<file path="src/rtl/core/page_framebuffer_draw_engine_unit_macros.svh">
// ----------------------------------------------------------------------------
// Assertion macros for the page frame buffer draw engine
// Shared concurrent assertion forms, clocked on clk and quiet during reset.
// ----------------------------------------------------------------------------
`ifndef PAGE_FRAMEBUFFER_DRAW_ENGINE_UNIT_MACROS_SVH
`define PAGE_FRAMEBUFFER_DRAW_ENGINE_UNIT_MACROS_SVH

// The expression must never hold.
`define PFDE_ASSERT_NEVER(label, expr, msg) \
  label: assert property (@(posedge clk) disable iff (!rst_n) !(expr)) else $error(msg);

// When the antecedent holds, the consequent holds in the same cycle.
`define PFDE_ASSERT_IMP(label, ante, cons, msg) \
  label: assert property (@(posedge clk) disable iff (!rst_n) (ante) |-> (cons)) \
    else $error(msg);

// When the antecedent holds, the consequent holds in the next cycle.
`define PFDE_ASSERT_NEXT(label, ante, cons, msg) \
  label: assert property (@(posedge clk) disable iff (!rst_n) (ante) |=> (cons)) \
    else $error(msg);

`endif

</file>
<file path="src/rtl/core/pfde_pkg.sv">
// ----------------------------------------------------------------------------
// pfde_pkg
// Types and constants shared by the page frame buffer draw engine modules.
// ----------------------------------------------------------------------------
package pfde_pkg;

  // Command codes carried in the input beat.
  typedef enum logic [1:0] {
    CMD_PLOT = 2'd0,
    CMD_RECT = 2'd1,
    CMD_FILL = 2'd2,
    CMD_READ = 2'd3
  } cmd_t;

  // Sequencer states.
  typedef enum logic [2:0] {
    ST_CLEAR  = 3'd0,
    ST_IDLE   = 3'd1,
    ST_PIX_RD = 3'd2,
    ST_PIX_WR = 3'd3,
    ST_SWEEP  = 3'd4,
    ST_READ   = 3'd5,
    ST_DONE   = 3'd6
  } state_t;

  // Width of the signed working coordinate (corner plus offset, mirrored).
  localparam int COORD_W = 13;
  // Width used to range-check a byte index against the store size.
  localparam int IDX_EXT_W = 13;

  // Mapped pixel: on screen flag and bit position within the page byte.
  typedef struct packed {
    logic       hit;
    logic [2:0] bit_sel;
  } pix_t;

  // Result handed from the sequencer to the output register.
  typedef struct packed {
    logic       valid;
    logic [7:0] data;
  } res_t;

endpackage

</file>
<file path="src/rtl/core/pfde_pixmap.sv">
// ----------------------------------------------------------------------------
// pfde_pixmap
// Mirrors a pixel coordinate, clips it to the screen and maps it to a page
// byte address and bit position.
// ----------------------------------------------------------------------------
module pfde_pixmap #(
  parameter int SCREEN_WIDTH  = 128,
  parameter int SCREEN_HEIGHT = 64,
  parameter int ADDR_W        = 10
) (
  input  logic signed [10:0]  x,
  input  logic signed [10:0]  y,
  input  logic [7:0]          col,
  input  logic [7:0]          row,
  output logic [ADDR_W-1:0]   addr,
  output pfde_pkg::pix_t      pix
);

  localparam logic signed [pfde_pkg::COORD_W-1:0] X_TOP =
    pfde_pkg::COORD_W'(SCREEN_WIDTH - 1);
  localparam logic signed [pfde_pkg::COORD_W-1:0] Y_TOP =
    pfde_pkg::COORD_W'(SCREEN_HEIGHT - 1);
  localparam logic signed [pfde_pkg::COORD_W-1:0] X_LIM =
    pfde_pkg::COORD_W'(SCREEN_WIDTH);
  localparam logic signed [pfde_pkg::COORD_W-1:0] Y_LIM =
    pfde_pkg::COORD_W'(SCREEN_HEIGHT);

  logic signed [pfde_pkg::COORD_W-1:0] sx;
  logic signed [pfde_pkg::COORD_W-1:0] sy;
  logic signed [pfde_pkg::COORD_W-1:0] mx;
  logic signed [pfde_pkg::COORD_W-1:0] my;

  // Offset the corner, then mirror both axes.
  always_comb begin
    sx = pfde_pkg::COORD_W'(x) + $signed({5'b0, col});
    sy = pfde_pkg::COORD_W'(y) + $signed({5'b0, row});
    mx = X_TOP - sx;
    my = Y_TOP - sy;
  end

  // Clip and map to page layout: eight rows per byte, pages of one screen width.
  always_comb begin
    pix.hit     = !mx[pfde_pkg::COORD_W-1] && (mx < X_LIM) &&
                  !my[pfde_pkg::COORD_W-1] && (my < Y_LIM);
    pix.bit_sel = my[2:0];
    addr        = ADDR_W'(mx[7:0]) + ADDR_W'(my[6:3]) * ADDR_W'(SCREEN_WIDTH);
  end

endmodule

</file>
<file path="src/rtl/core/pfde_ctrl.sv">
// ----------------------------------------------------------------------------
// pfde_ctrl
// Command sequencer: clearing pass, pixel read-modify-write, rectangle walk,
// fill sweep and byte readout against the frame store.
// ----------------------------------------------------------------------------
`include "page_framebuffer_draw_engine_unit_macros.svh"

module pfde_ctrl #(
  parameter int SCREEN_WIDTH  = 128,
  parameter int SCREEN_HEIGHT = 64
) (
  input  logic                  clk,
  input  logic                  rst_n,
  // Command beat
  input  logic                  in_valid,
  output logic                  in_ready,
  input  pfde_pkg::cmd_t        cmd,
  input  logic signed [10:0]    pos_x,
  input  logic signed [10:0]    pos_y,
  input  logic [7:0]            rect_width,
  input  logic [7:0]            rect_height,
  input  logic                  solid,
  input  logic                  pixel_on,
  input  logic [7:0]            fill_value,
  input  logic [9:0]            byte_index,
  // Result towards the output register
  output pfde_pkg::res_t        res,
  input  logic                  res_ready,
  // Frame store port
  output logic                  wr_en,
  output logic [$clog2(SCREEN_WIDTH * ((SCREEN_HEIGHT + 7) / 8))-1:0] wr_addr,
  output logic [7:0]            wr_data,
  output logic                  rd_en,
  output logic [$clog2(SCREEN_WIDTH * ((SCREEN_HEIGHT + 7) / 8))-1:0] rd_addr,
  input  logic [7:0]            rd_data
);

  localparam int PAGE_COUNT  = (SCREEN_HEIGHT + 7) / 8;
  localparam int STORE_BYTES = SCREEN_WIDTH * PAGE_COUNT;
  localparam int ADDR_W      = $clog2(STORE_BYTES);

  pfde_pkg::state_t state_r, state_nxt;

  logic signed [10:0] x_r, y_r;
  logic [7:0]         w_r, h_r, col_r, row_r;
  logic               solid_r, on_r;
  logic [7:0]         fill_r;
  logic [ADDR_W-1:0]  sweep_r;
  logic [ADDR_W-1:0]  addr_r;
  logic [2:0]         bit_r;
  logic               rd_ok_r;
  logic [7:0]         res_data_r;

  logic [ADDR_W-1:0]  pix_addr;
  pfde_pkg::pix_t     pix;
  logic               col_last, row_last, border_row, walk_done;
  logic [7:0]         col_step;
  logic               sweep_last;
  logic               idx_ok;
  logic [pfde_pkg::IDX_EXT_W-1:0] idx_ext;
  logic [7:0]         bit_mask;

  // Coordinate mapping of the current walk position.
  pfde_pixmap #(
    .SCREEN_WIDTH  (SCREEN_WIDTH),
    .SCREEN_HEIGHT (SCREEN_HEIGHT),
    .ADDR_W        (ADDR_W)
  ) u_pixmap (
    .x    (x_r),
    .y    (y_r),
    .col  (col_r),
    .row  (row_r),
    .addr (pix_addr),
    .pix  (pix)
  );

  // Walk and sweep bookkeeping. Interior rows of an outline jump from the
  // first column straight to the last.
  always_comb begin
    col_last   = (col_r == w_r - 8'd1);
    row_last   = (row_r == h_r - 8'd1);
    border_row = (row_r == 8'd0) || row_last;
    walk_done  = col_last && row_last;
    col_step   = (solid_r || border_row || (col_r != 8'd0)) ? col_r + 8'd1 : w_r - 8'd1;
    sweep_last = (sweep_r == ADDR_W'(STORE_BYTES - 1));
    idx_ext    = pfde_pkg::IDX_EXT_W'(byte_index);
    idx_ok     = (idx_ext < pfde_pkg::IDX_EXT_W'(STORE_BYTES));
    bit_mask   = 8'd1 << bit_r;
  end

  // Next state.
  always_comb begin
    state_nxt = state_r;
    unique case (state_r)
      pfde_pkg::ST_CLEAR: begin
        if (sweep_last) state_nxt = pfde_pkg::ST_IDLE;
      end
      pfde_pkg::ST_IDLE: begin
        if (in_valid) begin
          unique case (cmd)
            pfde_pkg::CMD_PLOT: state_nxt = pfde_pkg::ST_PIX_RD;
            pfde_pkg::CMD_RECT: begin
              if ((rect_width == 8'd0) || (rect_height == 8'd0)) begin
                state_nxt = pfde_pkg::ST_DONE;
              end else begin
                state_nxt = pfde_pkg::ST_PIX_RD;
              end
            end
            pfde_pkg::CMD_FILL: state_nxt = pfde_pkg::ST_SWEEP;
            pfde_pkg::CMD_READ: state_nxt = pfde_pkg::ST_READ;
            default:            state_nxt = pfde_pkg::ST_IDLE;
          endcase
        end
      end
      pfde_pkg::ST_PIX_RD: begin
        if (pix.hit) begin
          state_nxt = pfde_pkg::ST_PIX_WR;
        end else if (walk_done) begin
          state_nxt = pfde_pkg::ST_DONE;
        end
      end
      pfde_pkg::ST_PIX_WR: begin
        state_nxt = walk_done ? pfde_pkg::ST_DONE : pfde_pkg::ST_PIX_RD;
      end
      pfde_pkg::ST_SWEEP: begin
        if (sweep_last) state_nxt = pfde_pkg::ST_DONE;
      end
      pfde_pkg::ST_READ: state_nxt = pfde_pkg::ST_DONE;
      pfde_pkg::ST_DONE: begin
        if (res_ready) state_nxt = pfde_pkg::ST_IDLE;
      end
      default: state_nxt = pfde_pkg::ST_IDLE;
    endcase
  end

  // Outputs: memory port control, handshake and result.
  always_comb begin
    in_ready  = (state_r == pfde_pkg::ST_IDLE);
    rd_en     = ((state_r == pfde_pkg::ST_PIX_RD) && pix.hit) ||
                ((state_r == pfde_pkg::ST_IDLE) && in_valid && (cmd == pfde_pkg::CMD_READ));
    rd_addr   = (state_r == pfde_pkg::ST_IDLE) ? idx_ext[ADDR_W-1:0] : pix_addr;
    wr_en     = (state_r == pfde_pkg::ST_CLEAR) || (state_r == pfde_pkg::ST_SWEEP) ||
                (state_r == pfde_pkg::ST_PIX_WR);
    wr_addr   = (state_r == pfde_pkg::ST_PIX_WR) ? addr_r : sweep_r;
    unique case (state_r)
      pfde_pkg::ST_PIX_WR: wr_data = on_r ? (rd_data | bit_mask) : (rd_data & ~bit_mask);
      pfde_pkg::ST_SWEEP:  wr_data = fill_r;
      default:             wr_data = 8'd0;
    endcase
    res.valid = (state_r == pfde_pkg::ST_DONE);
    res.data  = res_data_r;
  end

  // State register and sweep counter for the clearing pass and the fill.
  always_ff @(posedge clk) begin
    if (!rst_n) begin
      state_r <= pfde_pkg::ST_CLEAR;
      sweep_r <= '0;
    end else begin
      state_r <= state_nxt;
      if ((state_r == pfde_pkg::ST_CLEAR) || (state_r == pfde_pkg::ST_SWEEP)) begin
        sweep_r <= sweep_r + ADDR_W'(1);
      end else if (state_r == pfde_pkg::ST_IDLE) begin
        sweep_r <= '0;
      end
    end
  end

  // Command capture, walk position and readout data.
  always_ff @(posedge clk) begin
    unique case (state_r)
      pfde_pkg::ST_IDLE: begin
        if (in_valid) begin
          x_r        <= pos_x;
          y_r        <= pos_y;
          col_r      <= 8'd0;
          row_r      <= 8'd0;
          on_r       <= pixel_on;
          fill_r     <= fill_value;
          rd_ok_r    <= idx_ok;
          res_data_r <= 8'd0;
          if (cmd == pfde_pkg::CMD_PLOT) begin
            w_r     <= 8'd1;
            h_r     <= 8'd1;
            solid_r <= 1'b1;
          end else begin
            w_r     <= rect_width;
            h_r     <= rect_height;
            solid_r <= solid;
          end
        end
      end
      pfde_pkg::ST_PIX_RD: begin
        if (pix.hit) begin
          addr_r <= pix_addr;
          bit_r  <= pix.bit_sel;
        end else if (col_last) begin
          col_r <= 8'd0;
          row_r <= row_r + 8'd1;
        end else begin
          col_r <= col_step;
        end
      end
      pfde_pkg::ST_PIX_WR: begin
        if (col_last) begin
          col_r <= 8'd0;
          row_r <= row_r + 8'd1;
        end else begin
          col_r <= col_step;
        end
      end
      pfde_pkg::ST_READ: begin
        res_data_r <= rd_ok_r ? rd_data : 8'd0;
      end
      default: begin
      end
    endcase
  end

  // Checks on memory access ordering and result hand-off.
  `PFDE_ASSERT_NEVER(a_rw_clash, wr_en && rd_en, "store read and written in one cycle")
  `PFDE_ASSERT_IMP(a_wr_follows_rd, state_r == pfde_pkg::ST_PIX_WR, $past(rd_en) && ($past(rd_addr) == addr_r), "pixel write without matching read")
  `PFDE_ASSERT_NEXT(a_res_held, res.valid && !res_ready, res.valid && $stable(res.data), "pending result dropped or changed")
  `PFDE_ASSERT_NEXT(a_read_done, state_r == pfde_pkg::ST_READ, res.valid, "readout not presented")

endmodule

</file>
<file path="config.mk">
export PLATFORM = sky130hd
export DESIGN_NAME = pfde_ctrl
export DESIGN_NICKNAME = d
export VERILOG_FILES = /design/src/rtl/core/pfde_pkg.sv /design/src/rtl/core/pfde_pixmap.sv /design/src/rtl/core/pfde_ctrl.sv
export VERILOG_INCLUDE_DIRS = /design/src /design/src/rtl/core
export SDC_FILE = /design/constraint.sdc
export NUM_CORES = 1
export LEC_CHECK = 0
export BUFFER_PORTS_ARGS = -buffer_cell sky130_fd_sc_hd__buf_4
export CORE_MARGIN = 4
export CORE_UTILIZATION = 60
export DETAILED_ROUTE_END_ITERATION = 6
export PLACE_DENSITY = 0.84
export SLEW_MARGIN = 20
export SYNTH_ARGS = -nofsm -noshare
export SYNTH_HDL_FRONTEND = slang
export SYNTH_SLANG_ARGS = --single-unit
</file>
<file path="constraint.sdc">
create_clock -name clk -period 7.1 [get_ports clk]
set_input_delay 1.775 -clock clk [delete_from_list [all_inputs] [get_ports clk]]
set_output_delay 1.775 -clock clk [all_outputs]
set_load 0.1 [all_outputs]
</file>
==> metrics.cfg <==
[status]
status = completed

[synthesis]
synth_seq_cells = 98
synthArstFlopShare = 0
dominantRegCellSynth = edfxtp_1
synth_edf_count = 85
avgSynthCellArea_um2 = 10.5
yosysWarnings = 0
synth.yosys.seq_area_share = 0.481
syn-num-nets = 658
syn_inst = 558
yosysUniqueCellTypes = 57
syn_area_um2 = 5840

[sta]
worstMarginPinSlew_ns = 0.949
rsz0062_at_grt = no
timing.fmax_ghz = 0.160
finClkSkew_ns = 0.0106
period_minus_slack_ns = 6.26
slew_headroom = 0.366
finalMaxSlewViolations = 0
finalCritPeriodShare = 0.882
setup_viol = 0
totalNegativeSetupSlack_ns = 0
final_hold_viol_count = 0

[job]
drv_cap = 0

[die]
die_y_um = 107
io_pins = 112
core_area_um2 = 9370
die_area_um2 = 11400
start_util = 0.623
placementRows = 35
chipWidth_um = 107

[power]
p_leak_nw = 2.83
ir_drop_mv = 0.0931
pwr_density_cell_nw_per_um2 = 147

[min_path]
hold_class = flip-flop to flip-flop
whs_path_depth = 2

[cts]
cts_tree = yes
cts_root_buf = clkbuf_8
cts_resized = 0
cts.sinks = 98
htreeDepth = 3
hold_buffers = 0
clk_path_buf_depth = 2
post-cts-setup-buffers = 0
clkTransAtPathRegs_ns = 0.09
clkLatencyLatePin_ns = 0.37
cts_buffers = 9

[placed_design]
post-dp-hpwl_um = 9980
portBuffers = 111
place_congestion = 0.907

[global_routing]
grt_max_degree = 51
grt_pass1_wl_um = 21500
gr-usage-all-layers = 0.236
overflow = 0
grt_pass1_vias = 4550
antenna_found_initial = 0

[setup_path]
crit_path_max_incr_delay_ns = 0.53
endpoint_kind = output port
cp_slowest_cell = edfxtp_1
path_cells = ha_1, and2_1, a221o_1, o2111a_1, a211oi_1, ha_1, inv_1, or4b_1, a31o_1, a211o_1, o31ai_2, buf_4
critPathMostFrequentCell = ha_1
crit_required_ns = 5.33
rr_worst_depth = 11
cp.arrival_ns = 4.49
criticalPathCategory = flip-flop to output port
startpoint_type = flip-flop
crit_fanout = 7

[cells_and_area]
final_cell_mix = buf_4 (113), edfxtp_1 (85), nor2_1 (55)
layout_commonest_cell = buf_4
diodes = 0
syn_to_final_growth_pct = 19.4
nets = 765
fin_util = 0.744
drive_gt1_frac = 0.231

[detailed_routing]
ant_nets = 0
routed_wl_um = 13300
avgViaCountPerCell = 5.81
firstDrtPassIters = 5
drt-initial-drc-count = 243
drc = 0
route.vias.total = 4639
route.detailed.wl_per_inst_um = 16.6

## flip-flops by register name, indices dropped and copies added (netlist names), 8 cells and up
register,flops
fill_r,8
row_r,8
res_data_r,8
x_r,11
col_r,8
w_r,8
y_r,11
sweep_r,10
h_r,8
addr_r,10
## worst max-delay path, delay by kind of cell, from the launching register on
family                   cells  cell delay (ns)
flip-flops                   1             0.53
AND/OR/NAND/NOR              2             0.68
AO/OA/AOI/OAI                6             1.80
buffers and inverters        2             0.44
adder cells (fa/ha/maj)      2             0.66
## logic make-up (layout without fill, tap and decap cells)
logic type | count (synthesis) | after routing | synth area share
fa+ha+maj | 28 | 28 | 0.0625
flops | 98 | 98 | 0.481
mux | 24 | 24 | 0.0441
buf+inv | 39 | 151 | 0.0251
compound gates | 90 | 90 | 0.100
xor+xnor | 48 | 48 | 0.0852
simple gates | 231 | 231 | 0.201
## per-layer routing
layer / share of wire / global-route usage
met1: 0.41 / 0.295
met2: 0.51 / 0.419
met3: 0.065 / 0.0379
met4: 0.017 / 0.0731
met5: 0 / 0
## path summary, 6_finish.rpt
| kind | start | slack [ns] | end |
|---|---|---|---|
| worst max register to register | row_r[3] | 2.81 | row_r[3] |
| worst min-delay path | sweep_r[1] | 0.51 | sweep_r[1] |
| worst max-delay path | row_r[3] | 0.84 | rd_en |
| worst min register to register | sweep_r[1] | 0.51 | sweep_r[1] |
## through the flow
stage          total power [mW]  cells  area (um2)  hold WS (ns)  setup WS (ns)
2_1_floorplan             0.660    558        5840         0.476          0.813
3_3_place_gp              0.696    783        6790         0.491           1.49
3_5_place_dp              0.697    783        6790         0.501           1.31
4_1_cts                    1.03    799        6970         0.515          0.846
5_1_grt                    1.06    799        6970         0.547          0.682
6_report                   1.02    799        6970         0.511          0.839
## cell type report
type,instances,area [um2]
tap,129,161
inverter,22,82.6
multi-input combinational,421,2890
fill,691,2400
clock buffer,9,124
clock inverter,7,57.6
sequential,98,2810
timing repair buffer,113,848
## cell usage after synthesis, types with 2 or more instances
cell type  instances  area (um2)
a21boi_0           3        22.5
and3_1             9        56.3
mux2i_1           10         100
nor4b_1            3        26.3
a31oi_1            2        12.5
nand4_1           12        75.1
nor4_1             7        43.8
o21a_1             7        52.6
nor2_1            56         210
clkbuf_1          16        60.1
edfxtp_1          85        2550
o22ai_1            2        12.5
nand3_1           18        90.1
xor2_1            18         158
o2111a_1           2        22.5
a21oi_1           14        70.1
o21ai_2            2        17.5
inv_1             21        78.8
or3_1              3        18.8
dfxtp_1           13         260
fa_1               2        40.0
nor3b_1            8        60.1
nand2_1           51         191
a211o_1            2        17.5
nand4b_1           3        26.3
nor2b_1           22         138
ha_1              26         325
o31a_1             3        26.3
o211ai_1           2        15.0
a21o_1             7        52.6
mux2_2            14         158
or2_2              6        37.5
xnor3_1            4        90.1
o21ai_0           32         160
and2_1            14        87.6
a211oi_1           2        15.0
nand3b_1           2        15.0
xnor2_1           24         210
nand2b_1           2        12.5
nor3_1            12        60.1
## where the power goes
group	internal (mW)	switching [mW]
Combinational	0.0337	0.0268
Clock	0.133	0.207
Sequential	0.622	0.00157
Note: power is estimated with default switching activity, not from simulation.
